===== src/sv/humidifier_blower_wet_interlock_unit_macros.svh =====
// Assertion macros for the humidifier blower wet interlock unit.
// Used by the RTL files that carry concurrent assertions; no dependencies.
`ifndef HUMIDIFIER_BLOWER_WET_INTERLOCK_UNIT_MACROS_SVH
`define HUMIDIFIER_BLOWER_WET_INTERLOCK_UNIT_MACROS_SVH

// Same-cycle implication, disabled during reset.
`define HBWI_ASSERT_IMPL(label, clk, rst, ante, cons, msg) \
  label: assert property (@(posedge clk) disable iff (rst) (ante) |-> (cons)) \
    else $error(msg);

// Next-cycle implication, disabled during reset.
`define HBWI_ASSERT_NEXT(label, clk, rst, ante, cons, msg) \
  label: assert property (@(posedge clk) disable iff (rst) (ante) |=> (cons)) \
    else $error(msg);

`endif


===== src/sv/hbwi_pkg.sv =====
// Shared types and constants for the humidifier blower wet interlock unit.
// No dependencies; imported by every module of the block.
package hbwi_pkg;

  typedef enum logic [3:0] {
    REQ_TICK     = 4'd0,
    REQ_SPEED    = 4'd1,
    REQ_TACH     = 4'd2,
    REQ_SCAN     = 4'd3,
    REQ_DRY_GO   = 4'd4,
    REQ_DRY_STOP = 4'd5,
    REQ_STOP_ALL = 4'd6,
    REQ_BEEP     = 4'd7,
    REQ_ARM      = 4'd8
  } req_t;

  typedef enum logic [2:0] {
    CFG_WET_DELAY    = 3'd0,
    CFG_TACH_TIMEOUT = 3'd1,
    CFG_TACH_MIN     = 3'd2,
    CFG_DRY_DUR      = 3'd3,
    CFG_TACH_CHECK   = 3'd4,
    CFG_AUTO_DRY     = 3'd5
  } cfg_idx_t;

  localparam logic [23:0] RST_WET_DELAY    = 24'd10000;
  localparam logic [23:0] RST_TACH_TIMEOUT = 24'd5000;
  localparam logic [15:0] RST_TACH_MIN     = 16'd100;
  localparam logic [23:0] RST_DRY_DUR      = 24'd7200000;

  localparam logic [23:0] RUN_MAX   = 24'hFFFFFF;
  localparam logic [15:0] BEEP_MIN  = 16'd20;
  localparam logic [15:0] BEEP_MAX  = 16'd500;
  localparam logic [7:0]  RESERVED_BITS = 8'hC0;

  localparam logic [2:0] SPEED_OFF = 3'd0;
  localparam logic [2:0] SPEED_DRY = 3'd2;
  localparam logic [2:0] SPEED_MAX = 3'd4;

  localparam logic [2:0] LVL_UNKNOWN = 3'd0;
  localparam logic [2:0] LVL_EMPTY   = 3'd1;
  localparam logic [2:0] LVL_LOW     = 3'd2;
  localparam logic [2:0] LVL_MEDIUM  = 3'd3;
  localparam logic [2:0] LVL_HIGH    = 3'd4;

  typedef struct packed {
    logic [3:0]  req_type;
    logic [2:0]  speed_req;
    logic [15:0] tach_ppm;
    logic [39:0] scan_bytes;
    logic [15:0] beep_ms;
    logic        arm_wet;
  } item_t;

  typedef struct packed {
    logic [23:0] wet_delay_ms;
    logic [23:0] tach_timeout_ms;
    logic [15:0] tach_minimum;
    logic [23:0] dry_duration_ms;
    logic        tach_check_on;
    logic        auto_dry_on;
  } cfg_t;

  typedef struct packed {
    logic        running;
    logic [2:0]  speed_now;
    logic [23:0] run_elapsed;
    logic        humidify_req;
    logic        wet_active;
    logic        wet_this_cycle;
    logic        wet_armed;
    logic        tach_ok_seen;
    logic [15:0] tach_value;
    logic        tach_latched;
    logic        dry_active;
    logic [23:0] dry_left_ms;
    logic [8:0]  beep_left_ms;
    logic        beeping;
    logic [19:0] mask_store;
    logic [2:0]  level_store;
    logic        scanned;
  } st_t;

  typedef struct packed {
    logic        blower_on;
    logic [2:0]  blower_speed;
    logic        wet_on;
    logic        buzzer_on;
    logic        drying;
    logic        fault;
    logic [2:0]  water;
    logic [23:0] dry_ms;
    logic        scan_rejected;
    logic [19:0] key_bits;
  } res_t;

endpackage


===== src/sv/humidifier_blower_wet_interlock_unit.sv =====
// Humidifier blower and wet-output safety interlock, one event per transfer.
// Input channel: in_valid/in_ready with req_type and its operand fields. One
// event (tick, speed, tach, scan, dry start/stop, stop all, beep, arm) per
// transfer. Output channel: out_valid/out_ready carries one status result per
// event: blower state, wet and buzzer outputs, drying, fault, water level,
// dry seconds left, scan rejection and the key mask.
// An accepted event passes through the input register, then the result
// register, before its result is valid. Throughput: one event per cycle,
// sustained while out_ready stays high; the state update is one pass of flag
// logic and counter compares between those two registers, and the dry-seconds
// figure is a constant multiply behind the result register.
// When the receiver stalls, the result register holds its value and the input
// register takes one more event before in_ready drops.
// Configuration: cfg_we with cfg_index and cfg_data writes a register;
// write only while no event is in flight.
// Reset (rst, synchronous, active high) empties both registers, clears all
// interlock state and loads the default configuration.
// Depends on hbwi_pkg, hbwi_cfg, hbwi_core, hbwi_dry_sec and the macro header.
`include "humidifier_blower_wet_interlock_unit_macros.svh"

module humidifier_blower_wet_interlock_unit (
  input  logic        clk,
  input  logic        rst,
  input  logic        in_valid,
  output logic        in_ready,
  input  logic [3:0]  req_type,
  input  logic [2:0]  speed_req,
  input  logic [15:0] tach_ppm,
  input  logic [39:0] scan_bytes,
  input  logic [15:0] beep_ms,
  input  logic        arm_wet,
  output logic        out_valid,
  input  logic        out_ready,
  output logic        blower_on,
  output logic [2:0]  blower_speed,
  output logic        wet_on,
  output logic        buzzer_on,
  output logic        drying,
  output logic        fault,
  output logic [2:0]  water,
  output logic [14:0] dry_left_s,
  output logic        scan_rejected,
  output logic [19:0] key_bits,
  input  logic        cfg_we,
  input  logic [2:0]  cfg_index,
  input  logic [23:0] cfg_data
);
  import hbwi_pkg::*;

  cfg_t  cfg;
  item_t s1_item;
  logic  s1_valid;
  logic  s1_move;
  res_t  res;
  res_t  res_q;

  assign s1_move  = s1_valid && (!out_valid || out_ready);
  assign in_ready = !s1_valid || s1_move;

  always_ff @(posedge clk) begin
    if (rst) begin
      s1_valid <= 1'b0;
    end else if (in_ready) begin
      s1_valid <= in_valid;
    end
  end

  always_ff @(posedge clk) begin
    if (in_valid && in_ready) begin
      s1_item <= '{req_type, speed_req, tach_ppm, scan_bytes, beep_ms, arm_wet};
    end
  end

  hbwi_cfg u_cfg (
    .clk       (clk),
    .rst       (rst),
    .cfg_we    (cfg_we),
    .cfg_index (cfg_index),
    .cfg_data  (cfg_data),
    .cfg       (cfg)
  );

  hbwi_core u_core (
    .clk  (clk),
    .rst  (rst),
    .step (s1_move),
    .item (s1_item),
    .cfg  (cfg),
    .res  (res)
  );

  always_ff @(posedge clk) begin
    if (rst) begin
      out_valid <= 1'b0;
    end else if (s1_move) begin
      out_valid <= 1'b1;
    end else if (out_ready) begin
      out_valid <= 1'b0;
    end
  end

  always_ff @(posedge clk) begin
    if (s1_move) begin
      res_q <= res;
    end
  end

  hbwi_dry_sec u_dry_sec (
    .drying     (res_q.drying),
    .dry_ms     (res_q.dry_ms),
    .dry_left_s (dry_left_s)
  );

  assign blower_on     = res_q.blower_on;
  assign blower_speed  = res_q.blower_speed;
  assign wet_on        = res_q.wet_on;
  assign buzzer_on     = res_q.buzzer_on;
  assign drying        = res_q.drying;
  assign fault         = res_q.fault;
  assign water         = res_q.water;
  assign scan_rejected = res_q.scan_rejected;
  assign key_bits      = res_q.key_bits;

  `HBWI_ASSERT_IMPL(a_wet_needs_blower, clk, rst, out_valid && wet_on, blower_on && !drying && !fault, "wet outputs on without a running humidify blower")
  `HBWI_ASSERT_IMPL(a_dry_speed, clk, rst, out_valid && drying, blower_on && (blower_speed == SPEED_DRY), "filter dry without blower at dry speed")
  `HBWI_ASSERT_IMPL(a_ready_when_empty, clk, rst, !out_valid, in_ready, "input stalled while result register is empty")
  `HBWI_ASSERT_NEXT(a_move_gives_result, clk, rst, s1_move, out_valid, "processed event did not produce a result")

endmodule


===== src/sv/hbwi_cfg.sv =====
// Configuration register file of the humidifier blower wet interlock unit.
// Depends on hbwi_pkg for the register index codes and reset values.
module hbwi_cfg (
  input  logic                clk,
  input  logic                rst,
  input  logic                cfg_we,
  input  logic [2:0]          cfg_index,
  input  logic [23:0]         cfg_data,
  output hbwi_pkg::cfg_t      cfg
);
  import hbwi_pkg::*;

  always_ff @(posedge clk) begin
    if (rst) begin
      cfg.wet_delay_ms    <= RST_WET_DELAY;
      cfg.tach_timeout_ms <= RST_TACH_TIMEOUT;
      cfg.tach_minimum    <= RST_TACH_MIN;
      cfg.dry_duration_ms <= RST_DRY_DUR;
      cfg.tach_check_on   <= 1'b1;
      cfg.auto_dry_on     <= 1'b1;
    end else if (cfg_we) begin
      case (cfg_index)
        CFG_WET_DELAY:    cfg.wet_delay_ms    <= cfg_data;
        CFG_TACH_TIMEOUT: cfg.tach_timeout_ms <= cfg_data;
        CFG_TACH_MIN:     cfg.tach_minimum    <= cfg_data[15:0];
        CFG_DRY_DUR:      cfg.dry_duration_ms <= cfg_data;
        CFG_TACH_CHECK:   cfg.tach_check_on   <= cfg_data[0];
        CFG_AUTO_DRY:     cfg.auto_dry_on     <= cfg_data[0];
        default: ;
      endcase
    end
  end

endmodule


===== src/sv/hbwi_core.sv =====
// Interlock state and its single-pass event update for one registered item.
// Depends on hbwi_pkg for the item, state, result and configuration types.
module hbwi_core (
  input  logic            clk,
  input  logic            rst,
  input  logic            step,
  input  hbwi_pkg::item_t item,
  input  hbwi_pkg::cfg_t  cfg,
  output hbwi_pkg::res_t  res
);
  import hbwi_pkg::*;

  st_t st;
  st_t st_next;
  logic rejected;

  function automatic st_t wet_set(st_t s, logic en);
    st_t r;
    r = s;
    if (en && !s.wet_active) r.wet_this_cycle = 1'b1;
    r.wet_active = en;
    return r;
  endfunction

  function automatic st_t blower_stop(st_t s);
    st_t r;
    r = s;
    r.running      = 1'b0;
    r.speed_now    = SPEED_OFF;
    r.tach_ok_seen = 1'b0;
    return r;
  endfunction

  function automatic st_t blower_start(st_t s, logic [2:0] spd, logic restart);
    st_t r;
    r = s;
    r.running   = 1'b1;
    r.speed_now = spd;
    if (restart) begin
      r.run_elapsed  = '0;
      r.tach_ok_seen = 1'b0;
    end
    return r;
  endfunction

  function automatic st_t dry_begin(st_t s, logic [23:0] dur);
    st_t r;
    r = s;
    r.humidify_req   = 1'b0;
    r = wet_set(r, 1'b0);
    r.wet_this_cycle = 1'b0;
    r.dry_active     = 1'b1;
    r.tach_latched   = 1'b0;
    r.dry_left_ms    = dur;
    r = blower_start(r, SPEED_DRY, 1'b1);
    return r;
  endfunction

  always_comb begin
    logic [2:0]  spd;
    logic        healthy;
    logic        should;
    logic        bad;
    logic [19:0] mask;
    logic [7:0]  v;
    st_next  = st;
    rejected = 1'b0;
    spd      = '0;
    healthy  = 1'b0;
    should   = 1'b0;
    bad      = 1'b0;
    mask     = '0;
    v        = '0;
    case (item.req_type)
      REQ_TICK: begin
        if (st_next.run_elapsed != RUN_MAX) st_next.run_elapsed = st_next.run_elapsed + 24'd1;
        if (st_next.beep_left_ms != '0) st_next.beep_left_ms = st_next.beep_left_ms - 9'd1;
        if (st_next.dry_left_ms != '0) st_next.dry_left_ms = st_next.dry_left_ms - 24'd1;
        if (st_next.beeping && st_next.beep_left_ms == '0) st_next.beeping = 1'b0;
        if (st_next.dry_active && st_next.dry_left_ms == '0) begin
          st_next.dry_active = 1'b0;
          st_next = blower_stop(st_next);
        end
        healthy = st_next.tach_ok_seen && (st_next.tach_value >= cfg.tach_minimum);
        // With tach checking on, a running blower that reaches the timeout without a healthy tach trips the fault.
        if (cfg.tach_check_on && st_next.running && !st_next.tach_latched &&
            st_next.run_elapsed >= cfg.tach_timeout_ms && !healthy) begin
          st_next.tach_latched   = 1'b1;
          st_next.humidify_req   = 1'b0;
          st_next.dry_active     = 1'b0;
          st_next.wet_this_cycle = 1'b0;
          st_next = wet_set(st_next, 1'b0);
          st_next = blower_stop(st_next);
        end
        healthy = st_next.tach_ok_seen && (st_next.tach_value >= cfg.tach_minimum);
        should = st_next.humidify_req && !st_next.dry_active && st_next.wet_armed &&
                 st_next.running && (st_next.run_elapsed >= cfg.wet_delay_ms) &&
                 st_next.scanned && (st_next.level_store >= LVL_LOW) &&
                 (!cfg.tach_check_on || healthy) && !st_next.tach_latched;
        st_next = wet_set(st_next, should);
      end
      REQ_SPEED: begin
        if (item.speed_req == SPEED_OFF) begin
          st_next.humidify_req = 1'b0;
          st_next = wet_set(st_next, 1'b0);
          if (cfg.auto_dry_on && st.wet_this_cycle) begin
            st_next = dry_begin(st_next, cfg.dry_duration_ms);
          end else if (!st_next.dry_active) begin
            st_next = blower_stop(st_next);
          end
        end else begin
          spd = (item.speed_req > SPEED_MAX) ? SPEED_MAX : item.speed_req;
          if (st_next.dry_active) begin
            st_next.dry_active = 1'b0;
            st_next = blower_stop(st_next);
          end
          st_next.humidify_req = 1'b1;
          if (!st_next.running) begin
            st_next.wet_this_cycle = 1'b0;
            st_next.tach_latched   = 1'b0;
            st_next = blower_start(st_next, spd, 1'b1);
          end else if (spd != st_next.speed_now) begin
            st_next = blower_start(st_next, spd, 1'b0);
          end
        end
      end
      REQ_TACH: begin
        st_next.tach_value   = item.tach_ppm;
        st_next.tach_ok_seen = 1'b1;
      end
      REQ_SCAN: begin
        for (int i = 0; i < 5; i++) begin
          v = item.scan_bytes[8*i +: 8];
          if ((v & RESERVED_BITS) != '0) bad = 1'b1;
          mask[2*i]      = v[0];
          mask[2*i + 1]  = v[3];
          mask[2*i + 10] = v[1];
          mask[2*i + 11] = v[4];
        end
        if (bad) begin
          rejected = 1'b1;
        end else begin
          st_next.mask_store = mask;
          st_next.scanned    = 1'b1;
          if (mask[7])       st_next.level_store = LVL_EMPTY;
          else if (mask[18]) st_next.level_store = LVL_LOW;
          else if (!mask[17]) st_next.level_store = LVL_MEDIUM;
          else               st_next.level_store = LVL_HIGH;
        end
      end
      REQ_DRY_GO: begin
        st_next = dry_begin(st_next, cfg.dry_duration_ms);
      end
      REQ_DRY_STOP: begin
        if (st_next.dry_active) begin
          st_next.dry_active = 1'b0;
          st_next = blower_stop(st_next);
        end
      end
      REQ_STOP_ALL: begin
        st_next.humidify_req   = 1'b0;
        st_next.dry_active     = 1'b0;
        st_next.wet_this_cycle = 1'b0;
        st_next.wet_active     = 1'b0;
        st_next.beeping        = 1'b0;
        st_next.beep_left_ms   = '0;
        st_next.running        = 1'b0;
        st_next.speed_now      = SPEED_OFF;
      end
      REQ_BEEP: begin
        st_next.beeping = 1'b1;
        if (item.beep_ms < BEEP_MIN)      st_next.beep_left_ms = BEEP_MIN[8:0];
        else if (item.beep_ms > BEEP_MAX) st_next.beep_left_ms = BEEP_MAX[8:0];
        else                              st_next.beep_left_ms = item.beep_ms[8:0];
      end
      REQ_ARM: begin
        st_next.wet_armed = item.arm_wet;
        if (!item.arm_wet) st_next = wet_set(st_next, 1'b0);
      end
      default: ;
    endcase
  end

  always_ff @(posedge clk) begin
    if (rst) begin
      st <= '0;
    end else if (step) begin
      st <= st_next;
    end
  end

  always_comb begin
    res.blower_on     = st_next.running;
    res.blower_speed  = st_next.speed_now;
    res.wet_on        = st_next.wet_active;
    res.buzzer_on     = st_next.beeping;
    res.drying        = st_next.dry_active;
    res.fault         = st_next.tach_latched;
    res.water         = st_next.level_store;
    res.dry_ms        = st_next.dry_left_ms;
    res.scan_rejected = rejected;
    res.key_bits      = st_next.mask_store;
  end

endmodule


===== src/sv/hbwi_dry_sec.sv =====
// Converts the registered dry countdown in milliseconds to whole seconds, rounded up, or zero when not drying.
// Depends on hbwi_pkg only through the import convention; no shared types used.
module hbwi_dry_sec (
  input  logic        drying,
  input  logic [23:0] dry_ms,
  output logic [14:0] dry_left_s
);
  import hbwi_pkg::*;

  // floor(n / 1000) as n * ceil(2^35 / 1000) >> 35, exact for n below 2^25.
  localparam int          RECIP_SHIFT = 35;
  localparam logic [25:0] RECIP       = 26'd34359739;
  localparam logic [24:0] ROUND_UP    = 25'd999;

  logic [24:0] num;
  logic [50:0] prod;

  assign num  = {1'b0, dry_ms} + ROUND_UP;
  assign prod = {26'd0, num} * {25'd0, RECIP};
  assign dry_left_s = drying ? prod[RECIP_SHIFT + 14 : RECIP_SHIFT] : 15'd0;

endmodule


===== config.mk =====
export PLATFORM = sky130hd
export DESIGN_NAME = humidifier_blower_wet_interlock_unit
export DESIGN_NICKNAME = d
export VERILOG_FILES = /design/src/sv/hbwi_pkg.sv /design/src/sv/humidifier_blower_wet_interlock_unit.sv /design/src/sv/hbwi_cfg.sv /design/src/sv/hbwi_core.sv /design/src/sv/hbwi_dry_sec.sv
export VERILOG_INCLUDE_DIRS = /design/src /design/src/sv
export SDC_FILE = /design/constraint.sdc
export NUM_CORES = 1
export LEC_CHECK = 0
export BUFFER_PORTS_ARGS = -buffer_cell sky130_fd_sc_hd__clkbuf_2
export CORE_AREA = 4 4 221 223
export DETAILED_ROUTE_END_ITERATION = 8
export DIE_AREA = 0 0 225 227
export PLACE_DENSITY = 0.73
export SYNTH_ARGS = -nofsm -noshare
export SYNTH_HDL_FRONTEND = slang
export SYNTH_SLANG_ARGS = --single-unit
export TNS_END_PERCENT = 100

===== constraint.sdc =====
create_clock -name clk -period 11.78 [get_ports clk]
set_input_delay 2.356 -clock clk [delete_from_list [all_inputs] [get_ports clk]]
set_output_delay 2.356 -clock clk [all_outputs]
set_load 0.02 [all_outputs]

==> summary.txt, run 1 <==
Run status
  • Status: finished, final reports clean

Worst setup path
  • Critical path peak fanout: 5
  • R2R Setup Slk: 6.35 ns
  • Reg2reg path depth: 15
  • Nature of the critical path startpoint: flop
  • Reg-to-reg startpoint: u_core.st[89]
  • CP Class: flop to primary output
  • Req. time, crit path: 9.42 ns
  • FF-to-FF End: drying
  • Crit. End Element: primary output
  • Critical path data arrival time: 8.93 ns

Routing
  • Final Routed Wirelength: around 63,000 microns
  • Remaining DRCs: 0
  • Final ANT Viol Nets: 0
  • Routed via count: about 20,000
  • DR pass1 iterations: 7
  • Vias per inst: 5.69
  • Iter 0 DRT Violations: ~1,700
  • DR WL/cell: between 15 and 20 microns

Global route
  • Vias in the first global route: 19,971
  • First-pass GRT wire length: 101,000 microns
  • Tot GR Track Use: 24.4%
  • Grt ovf: 0
  • Initial antenna violation count: 2
  • Largest net degree at the start of global routing: 83

Placement
  • Buffers on Ports: 150
  • Post-DP HPWL: 49,100 microns
  • Area after DPL: 0.0268 sq mm
  • GPL Wtd Cong: 0.953

Final layout
  • Final nets: 3,479
  • FF/Latch Area: 0.00781 sq mm
  • Share of post-route cells with drive strength above 1: between 9 and 10%
  • Multi-input gate area: 0.0156 sq mm
  • Finished layout cell area: ~0.028 sq mm
  • Fill cells: 3,870
  • Layout area overhead: 8.94%

Yosys
  • Mapped cell area: 0.0256 sq mm
  • Most frequent cell after synthesis: inv_1
  • Area contributors post-synth: fa_1 16%, dfxtp_1 16%, ha_1 16%
  • Fraction of the yosys area taken by sequential cells: 30.5%
  • Leading area contributor after synthesis: fa_1
  • Synthesized instance count: about 2,800
  • Syn Nets: 3,391
  • Top cells by count, synth: 450 x inv_1, 367 x nand2_1, 319 x ha_1
  • Unique cell type count in the Yosys netlist: 81
  • Post-synth ARST share: 0%
  • Synth top area share: roughly 16%
  • EDFF count, synth: 126
  • Avg Inst Size Synth: 9.31 sq um
  • Top_reg_cell synth: dfxtp_1
  • Synth Warn #: 0
  • Flops & latches, synth: roughly 330

Clocking
  • Skew-Pair Late Insertion Delay: approximately 0.57 ns
  • CTS buffer count: 31
  • H-tree Lvls: 1
  • CTS tree: done
  • CTS clk-pin slew, worst paths: 0.06 ns
  • Root Driver: clkbuf_16
  • Clock Sinks: 327
  • Clock buffer depth: 3

Timing
  • Setup Skew: 0.0142 ns
  • Final Critical Period: 11.29 ns
  • Fin crit share: 95.8%
  • Setup TNS: 0 ns
  • Hold WS: 0.454 ns
  • Unrepaired setup endpoints after global routing: no
  • Worst slew pin tran: 1.16 ns
  • # setup viols final: 0
  • Max-slew violations: 0
  • Fin. Hold Viols: 0
  • Max-Slew Margin vs Limit: a little under a quarter
  • Max Clk Rate: 88.6 MHz

Hold path
  • Worst hold path class: flop to flop
  • Hold Path End: u_cfg.cfg[43]
  • Hold Crit Start: u_cfg.cfg[43]
  • Worst hold stages: 2

Die
  • Site Rows: 79
  • Core area: 0.0466 sq mm
  • Die X: 225 microns
  • Die area: 0.0511 sq mm
  • # IOs: 161
  • Initial Util: 55.0%
  • Die Ht: ~230 microns

Power and ir drop
  • P per Cell Area: 233 mW/mm^2
  • Overall power: 6.51 mW
  • Leakage: 12.7 nW
  • Peak supply drop: 0.561 mV

Run
  • Max-cap viol count: 0
[metrics by stage]
stage                     util (%)  cells  setup slack [ns]
after global placement        57.6   3415             0.855
after global routing          60.0   3472            0.0554
after floorplan                  -   2753              1.07
after CTS                     59.9   3471             0.196
final                         60.0   3472             0.493
after detailed placement      57.6   3415             0.603
[worst max-delay path by stage]
stage,cells after the start,end,startpoint,slack [ns]
2_1_floorplan,27,dry_left_s[11],res_q[21],1.07
3_3_place_gp,29,dry_left_s[10],res_q[28],0.85
3_5_place_dp,29,dry_left_s[11],res_q[28],0.60
4_1_cts,26,dry_left_s[11],res_q[28],0.20
5_1_grt,28,dry_left_s[6],res_q[21],0.06
6_report,26,dry_left_s[6],res_q[28],0.49
[area by class of cell]
class	count	area share [%]
antenna	1	0.00897
clock buffer	45	3.08
inverter	450	6.06
timing repair buffer	182	3.56
clock inverter	11	0.695
multi-input combinational	1849	55.9
sequential	327	28.0
tap	607	2.72
[metal layers]
metal	track usage, %	vias up	share of wire, %
met5	0	-	0.021
met4	9.96	2	4.4
met3	2.99	141	6.0
met2	42.1	662	49
met1	31.5	9523	41
li1	-	9423	-
[critical path, cell delays in order (launching register included)]
cell and delay (ns):
edfxtp_1 0.43, or4_1 0.60, a311oi_2 0.38, nor2_2 0.11
and4_1 0.22, xor2_1 0.42, inv_1 0.18, fa_1 0.54
inv_1 0.05, fa_1 0.48, fa_1 0.54, fa_1 0.53
fa_1 0.55, inv_1 0.06, fa_1 0.50, fa_1 0.54
inv_1 0.04, ha_1 0.26, nand2_1 0.04, or4_1 0.45
a221oi_1 0.24, buf_4 0.21, o21ai_0 0.17, o22ai_1 0.34
nor2_1 0.09, mux2i_1 0.18, clkbuf_2 0.20
[logic make-up after synthesis]
group | after synthesis | synth area share (%)
flip-flops | 327 | 30.5
buffers and inverters | 577 | 8.84
AND/OR/NAND/NOR | 773 | 14.3
AO/OA/AOI/OAI | 470 | 11.7
multiplexers | 26 | 1.11
XOR/XNOR | 54 | 1.85
adder cells (fa/ha/maj) | 526 | 31.8
[layout by cell type, fill, tap and decap left out, types with 98 or more instances in the layout]
cell type and instances:
a21oi_1 166, clkbuf_2 149, dfxtp_1 201, edfxtp_1 126
fa_1 207, ha_1 319, inv_1 448, nand2_1 367
nor2_1 105, o21ai_0 98
[sequential cells by signal, indices dropped and copies added, names as in the netlist]
| register | flops |
|---|---|
| u_core.st | 109 |
| u_cfg.cfg | 90 |
| s1_item | 70 |
| res_q | 24 |
| key_bits | 20 |
| blower_speed | 3 |
| water | 3 |
| blower_on | 1 |
| buzzer_on | 1 |
| drying | 1 |
| fault | 1 |
| out_valid | 1 |
| s1_valid | 1 |
| scan_rejected | 1 |
| wet_on | 1 |
[power by group]
group	internal [mW]	leakage, nW	switching (mW)
Combinational	1.74	9.37	2.46
Clock	0.615	0.508	0.433
Sequential	1.22	2.83	0.0324
Total	3.58	12.7	2.93
[repair_timing]
action / in CTS / in global routing
gates resized for setup: 1 / 4
endpoints found under the setup margin: 2 / 7
hold endpoints to repair: 0 / 0
buffers inserted: 0 / 0
hold buffers: 0 / 0
gates cloned: 0 / 0
Power figures use the tool's default switching activity.
==> run 2, diff against run 1 <==
--- a/config.mk
+++ b/config.mk
@@ -6,10 +6,12 @@
 export SDC_FILE = /design/constraint.sdc
 export NUM_CORES = 1
 export LEC_CHECK = 0
+export ABC_AREA = 1
 export BUFFER_PORTS_ARGS = -buffer_cell sky130_fd_sc_hd__clkbuf_2
-export CORE_AREA = 4 4 221 223
+export CORE_AREA = 4 4 224 226
 export DETAILED_ROUTE_END_ITERATION = 8
-export DIE_AREA = 0 0 225 227
+export DIE_AREA = 0 0 228 230
+export HOLD_SLACK_MARGIN = 0.08
 export PLACE_DENSITY = 0.73
 export SYNTH_ARGS = -nofsm -noshare
 export SYNTH_HDL_FRONTEND = slang
==> run 2 against run 1 <==
  * Sequential cell count unchanged
  * Utilization down 0.64 points
  * Maximum frequency up 0.93%
  * Wire length up 8.7%
  * Via count up 6.2%
  * Critical path depth up 9
  * Worst setup slack better by 0.10 ns
  * First-iteration DRC count down 26%
  * Worst hold slack better by 0.0077 ns
  * Largest cell class unchanged
==> summary.txt, run 2 <==
Run status
  • Status: finished, final reports clean

Global route
  • Tot GR Track Use: approximately a quarter
  • Largest net degree at the start of global routing: 104
  • Vias in the first global route: 21,191
  • Initial antenna violation count: 0
  • First-pass GRT wire length: between 100,000 and 150,000 microns
  • Grt ovf: 0

Die
  • Die Ht: 230 microns
  • # IOs: about 160
  • Initial Util: a little over half
  • Die area: 0.0524 sq mm
  • Site Rows: 81
  • Core area: 0.0483 sq mm
  • Die X: 228 microns

Yosys
  • Flops & latches, synth: 327
  • Area contributors post-synth: fa_1 16%, dfxtp_1 15%, ha_1 15%
  • Synth Warn #: 0
  • Post-synth ARST share: 0%
  • Synth top area share: 15.7%
  • Top_reg_cell synth: dfxtp_1
  • Avg Inst Size Synth: 8.48 sq um
  • Synthesized instance count: roughly 3,100
  • Mapped cell area: 0.0263 sq mm
  • EDFF count, synth: approximately 130
  • Most frequent cell after synthesis: inv_1
  • Top cells by count, synth: 686 x inv_1, 409 x nand2_1, 319 x ha_1
  • Leading area contributor after synthesis: fa_1
  • Syn Nets: around 3,700
  • Fraction of the yosys area taken by sequential cells: 29.7%
  • Unique cell type count in the Yosys netlist: 55

Routing
  • Final Routed Wirelength: 68,400 microns
  • Iter 0 DRT Violations: approximately 1,200
  • Final ANT Viol Nets: 0
  • Routed via count: 20,974
  • Remaining DRCs: 0
  • DR pass1 iterations: 6
  • Vias per inst: roughly 5.4
  • DR WL/cell: 17.7 microns

Final layout
  • Fin util: around three fifths
  • Max FFs per register: 109
  • Final nets: 3,853
  • Commonest non-fill, non-tap cells in the layout: 682 x inv_1, 408 x nand2_1, 319 x ha_1, 274 x a21oi_1, 224 x o21ai_0
  • Most common cell after layout, fill and taps aside: inv_1
  • Largest Register: u_core.st
  • Finished layout cell area: 0.0287 sq mm
  • Share of post-route cells with drive strength above 1: under 10%
  • Top flop regs: u_core.st: 109 flops, u_cfg.cfg: 90 flops, s1_item: 70 flops
  • Layout area overhead: 8.91%
  • Antenna diodes: 0

Worst setup path
  • Crit. End Element: primary output
  • CP Class: flop to primary output
  • Worst path slowest cell: fa_1
  • Req. time, crit path: 9.42 ns
  • Nature of the critical path startpoint: flop
  • Crit-path max cell delay: 0.58 ns
  • Critical path peak fanout: 7
  • Critical path data arrival time: 8.83 ns

Placement
  • Area after DPL: 0.0276 sq mm
  • Post-DP HPWL: 54,500 microns
  • Buffers on Ports: 150
  • GPL Wtd Cong: 0.968

Timing
  • Worst slew pin tran: 1.21 ns
  • Final Critical Period: 11.18 ns
  • Max-slew violations: 0
  • Setup Skew: 0.0151 ns
  • Fin. Hold Viols: 0
  • Setup TNS: 0 ns
  • # setup viols final: 0
  • Max-Slew Margin vs Limit: approximately a fifth
  • Fin crit share: 94.9%
  • Unrepaired setup endpoints after global routing: no
  • Max Clk Rate: 89.4 MHz

Clocking
  • CTS tree: done
  • CTS hold repair buffers: 0
  • CTS clk-pin slew, worst paths: 0.06 ns
  • CTS buffer count: 31
  • Clock buffer depth: 3
  • Root Driver: clkbuf_16
  • Clock Sinks: 327
  • H-tree Lvls: 1
  • Skew-Pair Late Insertion Delay: 0.58 ns

Run
  • Max-cap viol count: 0

Hold path
  • Worst hold path class: flop to flop
[run 2: cell count changes in the layout (fill, tap and decap cells not counted), sizes merged, moves of 26 or more]
| cell | change |
|---|---|
| inv | +237 |
| nand2 | +49 |
| xnor2 | -26 |
| nand3 | +62 |
| o21ai | +125 |
| nor2 | +83 |
| a21oi | +107 |
[run 2: cell families (layout without fill, tap and decap cells)]
kind of cell	Yosys count	after routing	synth area share [%]
and+or+nand+nor	808	808	13.5
buffers and inverters	784	919	11.6
AOI/OAI and AO/OA	611	611	12.8
adders and majority gates	526	526	30.9
DFF	327	327	29.7
xor gates and xnor gates	47	47	1.56
[run 2: through the flow]
stage               hold WS [ns]  worst slack, ns  cells
global placement           0.445            0.922   3803
finish                     0.462            0.597   3860
floorplan                  0.426             1.43   3103
global route               0.484           0.0390   3860
detailed placement         0.450            0.928   3803
CTS                        0.464            0.317   3859
[run 2: metal layers]
layer | vias to the layer above | global-route usage (%) | routed length (microns)
met3 | 141 | 1.94 | 2500
met4 | 0 | 9.74 | 2910
met2 | 556 | 46.7 | 34200
met1 | 10017 | 32.0 | 28800
met5 | - | 0 | 0
li1 | 10260 | - | -
[run 2: worst paths after layout]
kind / start / end / slack, ns / cells after the start
worst max-delay path: res_q[21] / dry_left_s[14] / 0.60 / 35
worst min-delay path: u_cfg.cfg[68] / u_cfg.cfg[68] / 0.46 / 2
worst max register to register: u_core.st[82] / drying / 7.04 / 29
worst min register to register: u_cfg.cfg[68] / u_cfg.cfg[68] / 0.46 / 2
[run 2: area by class of cell]
type                    count  area [sq um]
clock inverters            16           194
flip-flops and latches    327          7810
well taps                 622           778
repair buffers            175           941
fillers                  4224         19700
inverters                 688          2580
multi-input cells        1992         15500
clock buffers              40           861
[run 2: critical path, delay by kind of cell (launching register included)]
family                     cells  cell delay, ns
DFF                            1            0.42
AOI/OAI and AO/OA              4            0.54
adders and majority gates      9            4.23
buffers and inverters          8            0.90
xor gates and xnor gates       1            0.17
and+or+nand+nor               13            1.96
[run 2: repair_timing]
action,CTS,global route
endpoints found under the hold margin,0,0
gates resized for setup,0,5
endpoints found under the setup margin,0,9
setup buffers,0,1
Power of run 2 is left out: the tool's default activity adds up to more than one toggle a clock period on the data nets, which glitch-free logic cannot reach.
==> run 3, diff against run 2 <==
==> constraint.sdc (replaced) <==
create_clock -name clk -period 11.2 [get_ports clk]
set_input_delay 2.24 -clock clk [delete_from_list [all_inputs] [get_ports clk]]
set_output_delay 2.24 -clock clk [all_outputs]
set_load 0.02 [all_outputs]
==> run 3 against run 2 <==
  * Wire length increased by 0.62%
  * Register-to-register slack got worse by 0.45 ns
  * Die area unchanged
  * Utilization grew 0.36 points
  * First-iteration DRC count shrank 7.8%
  * Sequential cell count stayed put
  * Clock skew up 0.0092 ns
  * Sequential share of layout area shrank 0.17 points
  * Largest cell class unchanged
  * Non-clock buffer count increased by 16
==> summary.txt, run 3 (same netlist as run 2, synthesis figures left out) <==
Final layout
  • Antenna diodes: 0
  • Commonest non-fill, non-tap cells in the layout: 681 x inv_1, 407 x nand2_1, 317 x ha_1, 273 x a21oi_1, 221 x o21ai_0
  • Most common cell after layout, fill and taps aside: inv_1
  • Top flop regs: u_core.st: 109 flops, u_cfg.cfg: 90 flops, s1_item: 70 flops
  • Final nets: 3,869
  • Layout area overhead: 9.58%
  • Largest Register: u_core.st
  • Share of post-route cells with drive strength above 1: 9.55%
  • Max FFs per register: 109

Clocking
  • Clock buffer depth: 3
  • CTS buffer count: 31
  • H-tree Lvls: 1
  • Skew-Pair Late Insertion Delay: about 0.58 ns
  • CTS clk-pin slew, worst paths: 0.06 ns
  • Root Driver: clkbuf_16
  • CTS hold repair buffers: 0
  • Clock Sinks: 327
  • CTS tree: done

Global route
  • Met3 usage: 2.08%
  • Grt ovf: 0
  • First-pass GRT wire length: 111,000 microns
  • Met2 usage: between 40% and 50%
  • Initial antenna violation count: 0
  • Largest net degree at the start of global routing: 104
  • Tot GR Track Use: 26.0%
  • Met1 Use GR: a little under a third
  • Vias in the first global route: 21,676
  • Busiest grt layer: met2

Routing
  • Routed via count: ~21,000
  • Iter 0 DRT Violations: 1,143
  • Remaining DRCs: 0
  • DR WL/cell: 17.7 microns
  • Vias per inst: ~5.4
  • DR pass1 iterations: 7
  • Final ANT Viol Nets: 0
  • Final Routed Wirelength: around 69,000 microns

Timing
  • Setup Skew: 0.0243 ns
  • Max-slew violations: 0
  • Max-Slew Margin vs Limit: about 29%
  • Fin crit share: 95.5%
  • Final Critical Period: 10.69 ns
  • Post-route setup slack: 0.505 ns
  • Worst slew pin tran: 1.07 ns
  • Fin. Hold Viols: 0
  • Max Clk Rate: 93.5 MHz
  • # setup viols final: 0

Worst setup path
  • Cell family with most CP delay: adder cells
  • Critical path peak fanout: 4
  • CP Class: flop to primary output
  • R2R Setup Slk: around 6.6 ns
  • Crit. End Element: primary output
  • Reg-to-reg startpoint: u_core.st[98]
  • FF-to-FF End: drying
  • Worst path slowest cell: fa_1
  • Critical path data arrival time: 8.45 ns
  • Crit-path max cell delay: 0.55 ns
  • Nature of the critical path startpoint: flop
  • Reg2reg path depth: 26
  • Cell repeated most along the worst path: fa_1
  • Worst path buffer plus inverter count: 7
  • Req. time, crit path: 8.96 ns

Die
  • Initial Util: 54.5%
  • Die Ht: 230 microns
  • # IOs: 161
  • Die X: between 200 and 250 microns
  • Site Rows: 81
  • Die area: 0.0524 sq mm
  • Core area: between 0.04 and 0.05 sq mm

Placement
  • Setup WS pre-CTS: 0.455 ns
  • Buffers on Ports: 150
  • Post-DP HPWL: between 50,000 and 60,000 microns
  • GPL Wtd Cong: 0.957

Run
  • Max-cap viol count: 0

Hold path
  • Hold Path End: u_core.st[0]
  • Hold Crit Start: u_core.st[0]
  • Worst hold stages: 2
  • Worst hold path class: flop to flop

Run status
  • Status: finished, final reports clean
[run 3: through the flow]
stage / instance area (sq um) / util [%] / TNS, ns / instances / hold WS, ns
after detailed placement: 27700 / 57.3 / 0 / 3818 / 0.444
after CTS: 28700 / 59.5 / 0 / 3876 / 0.454
after global routing: 28800 / 59.7 / -0.00563 / 3878 / 0.471
after floorplan: 26300 / - / 0 / 3103 / 0.426
final: 28800 / 59.7 / 0 / 3878 / 0.454
after global placement: 27700 / 57.3 / 0 / 3818 / 0.435
[run 3: layout make-up]
type | instances | area, sq um
clock buffers | 42 | 890
clock inverters | 16 | 151
fillers | 4284 | 19500
inverters | 688 | 2590
multi-input cells | 1992 | 15600
flip-flops and latches | 327 | 7810
well taps | 622 | 778
repair buffers | 191 | 1060
[run 3: how the worst max path moves through the flow]
stage / slack [ns] / depth (start not counted) / startpoint / endpoint
final: 0.51 / 35 / res_q[21] / dry_left_s[14]
after global routing: -0.006 / 35 / res_q[21] / dry_left_s[11]
after CTS: 0.003 / 36 / res_q[21] / dry_left_s[14]
after detailed placement: 0.46 / 38 / res_q[21] / dry_left_s[14]
after global placement: 0.66 / 36 / res_q[21] / dry_left_s[9]
after floorplan: 0.96 / 32 / res_q[21] / dry_left_s[14]
[run 3: routing by layer]
layer | wire [microns] | up-vias
li1 | - | 10303
met2 | 35000 | 499
met1 | 28300 | 10141
met3 | 2620 | 133
met5 | 0 | -
met4 | 2840 | 0
[run 3: repair_timing]
item | CTS | global route
pin swaps | 0 | 1
gates resized for setup | 3 | 21
setup buffers | 0 | 2
setup endpoints to repair | 7 | 15
endpoints found under the hold margin | 0 | 0
[run 3: worst min-delay path, stage by stage, from the launching register on]
cell     delay [ns]
dfxtp_1        0.31
inv_1          0.05
a21oi_1        0.05
Power of run 3 is left out for the same reason.
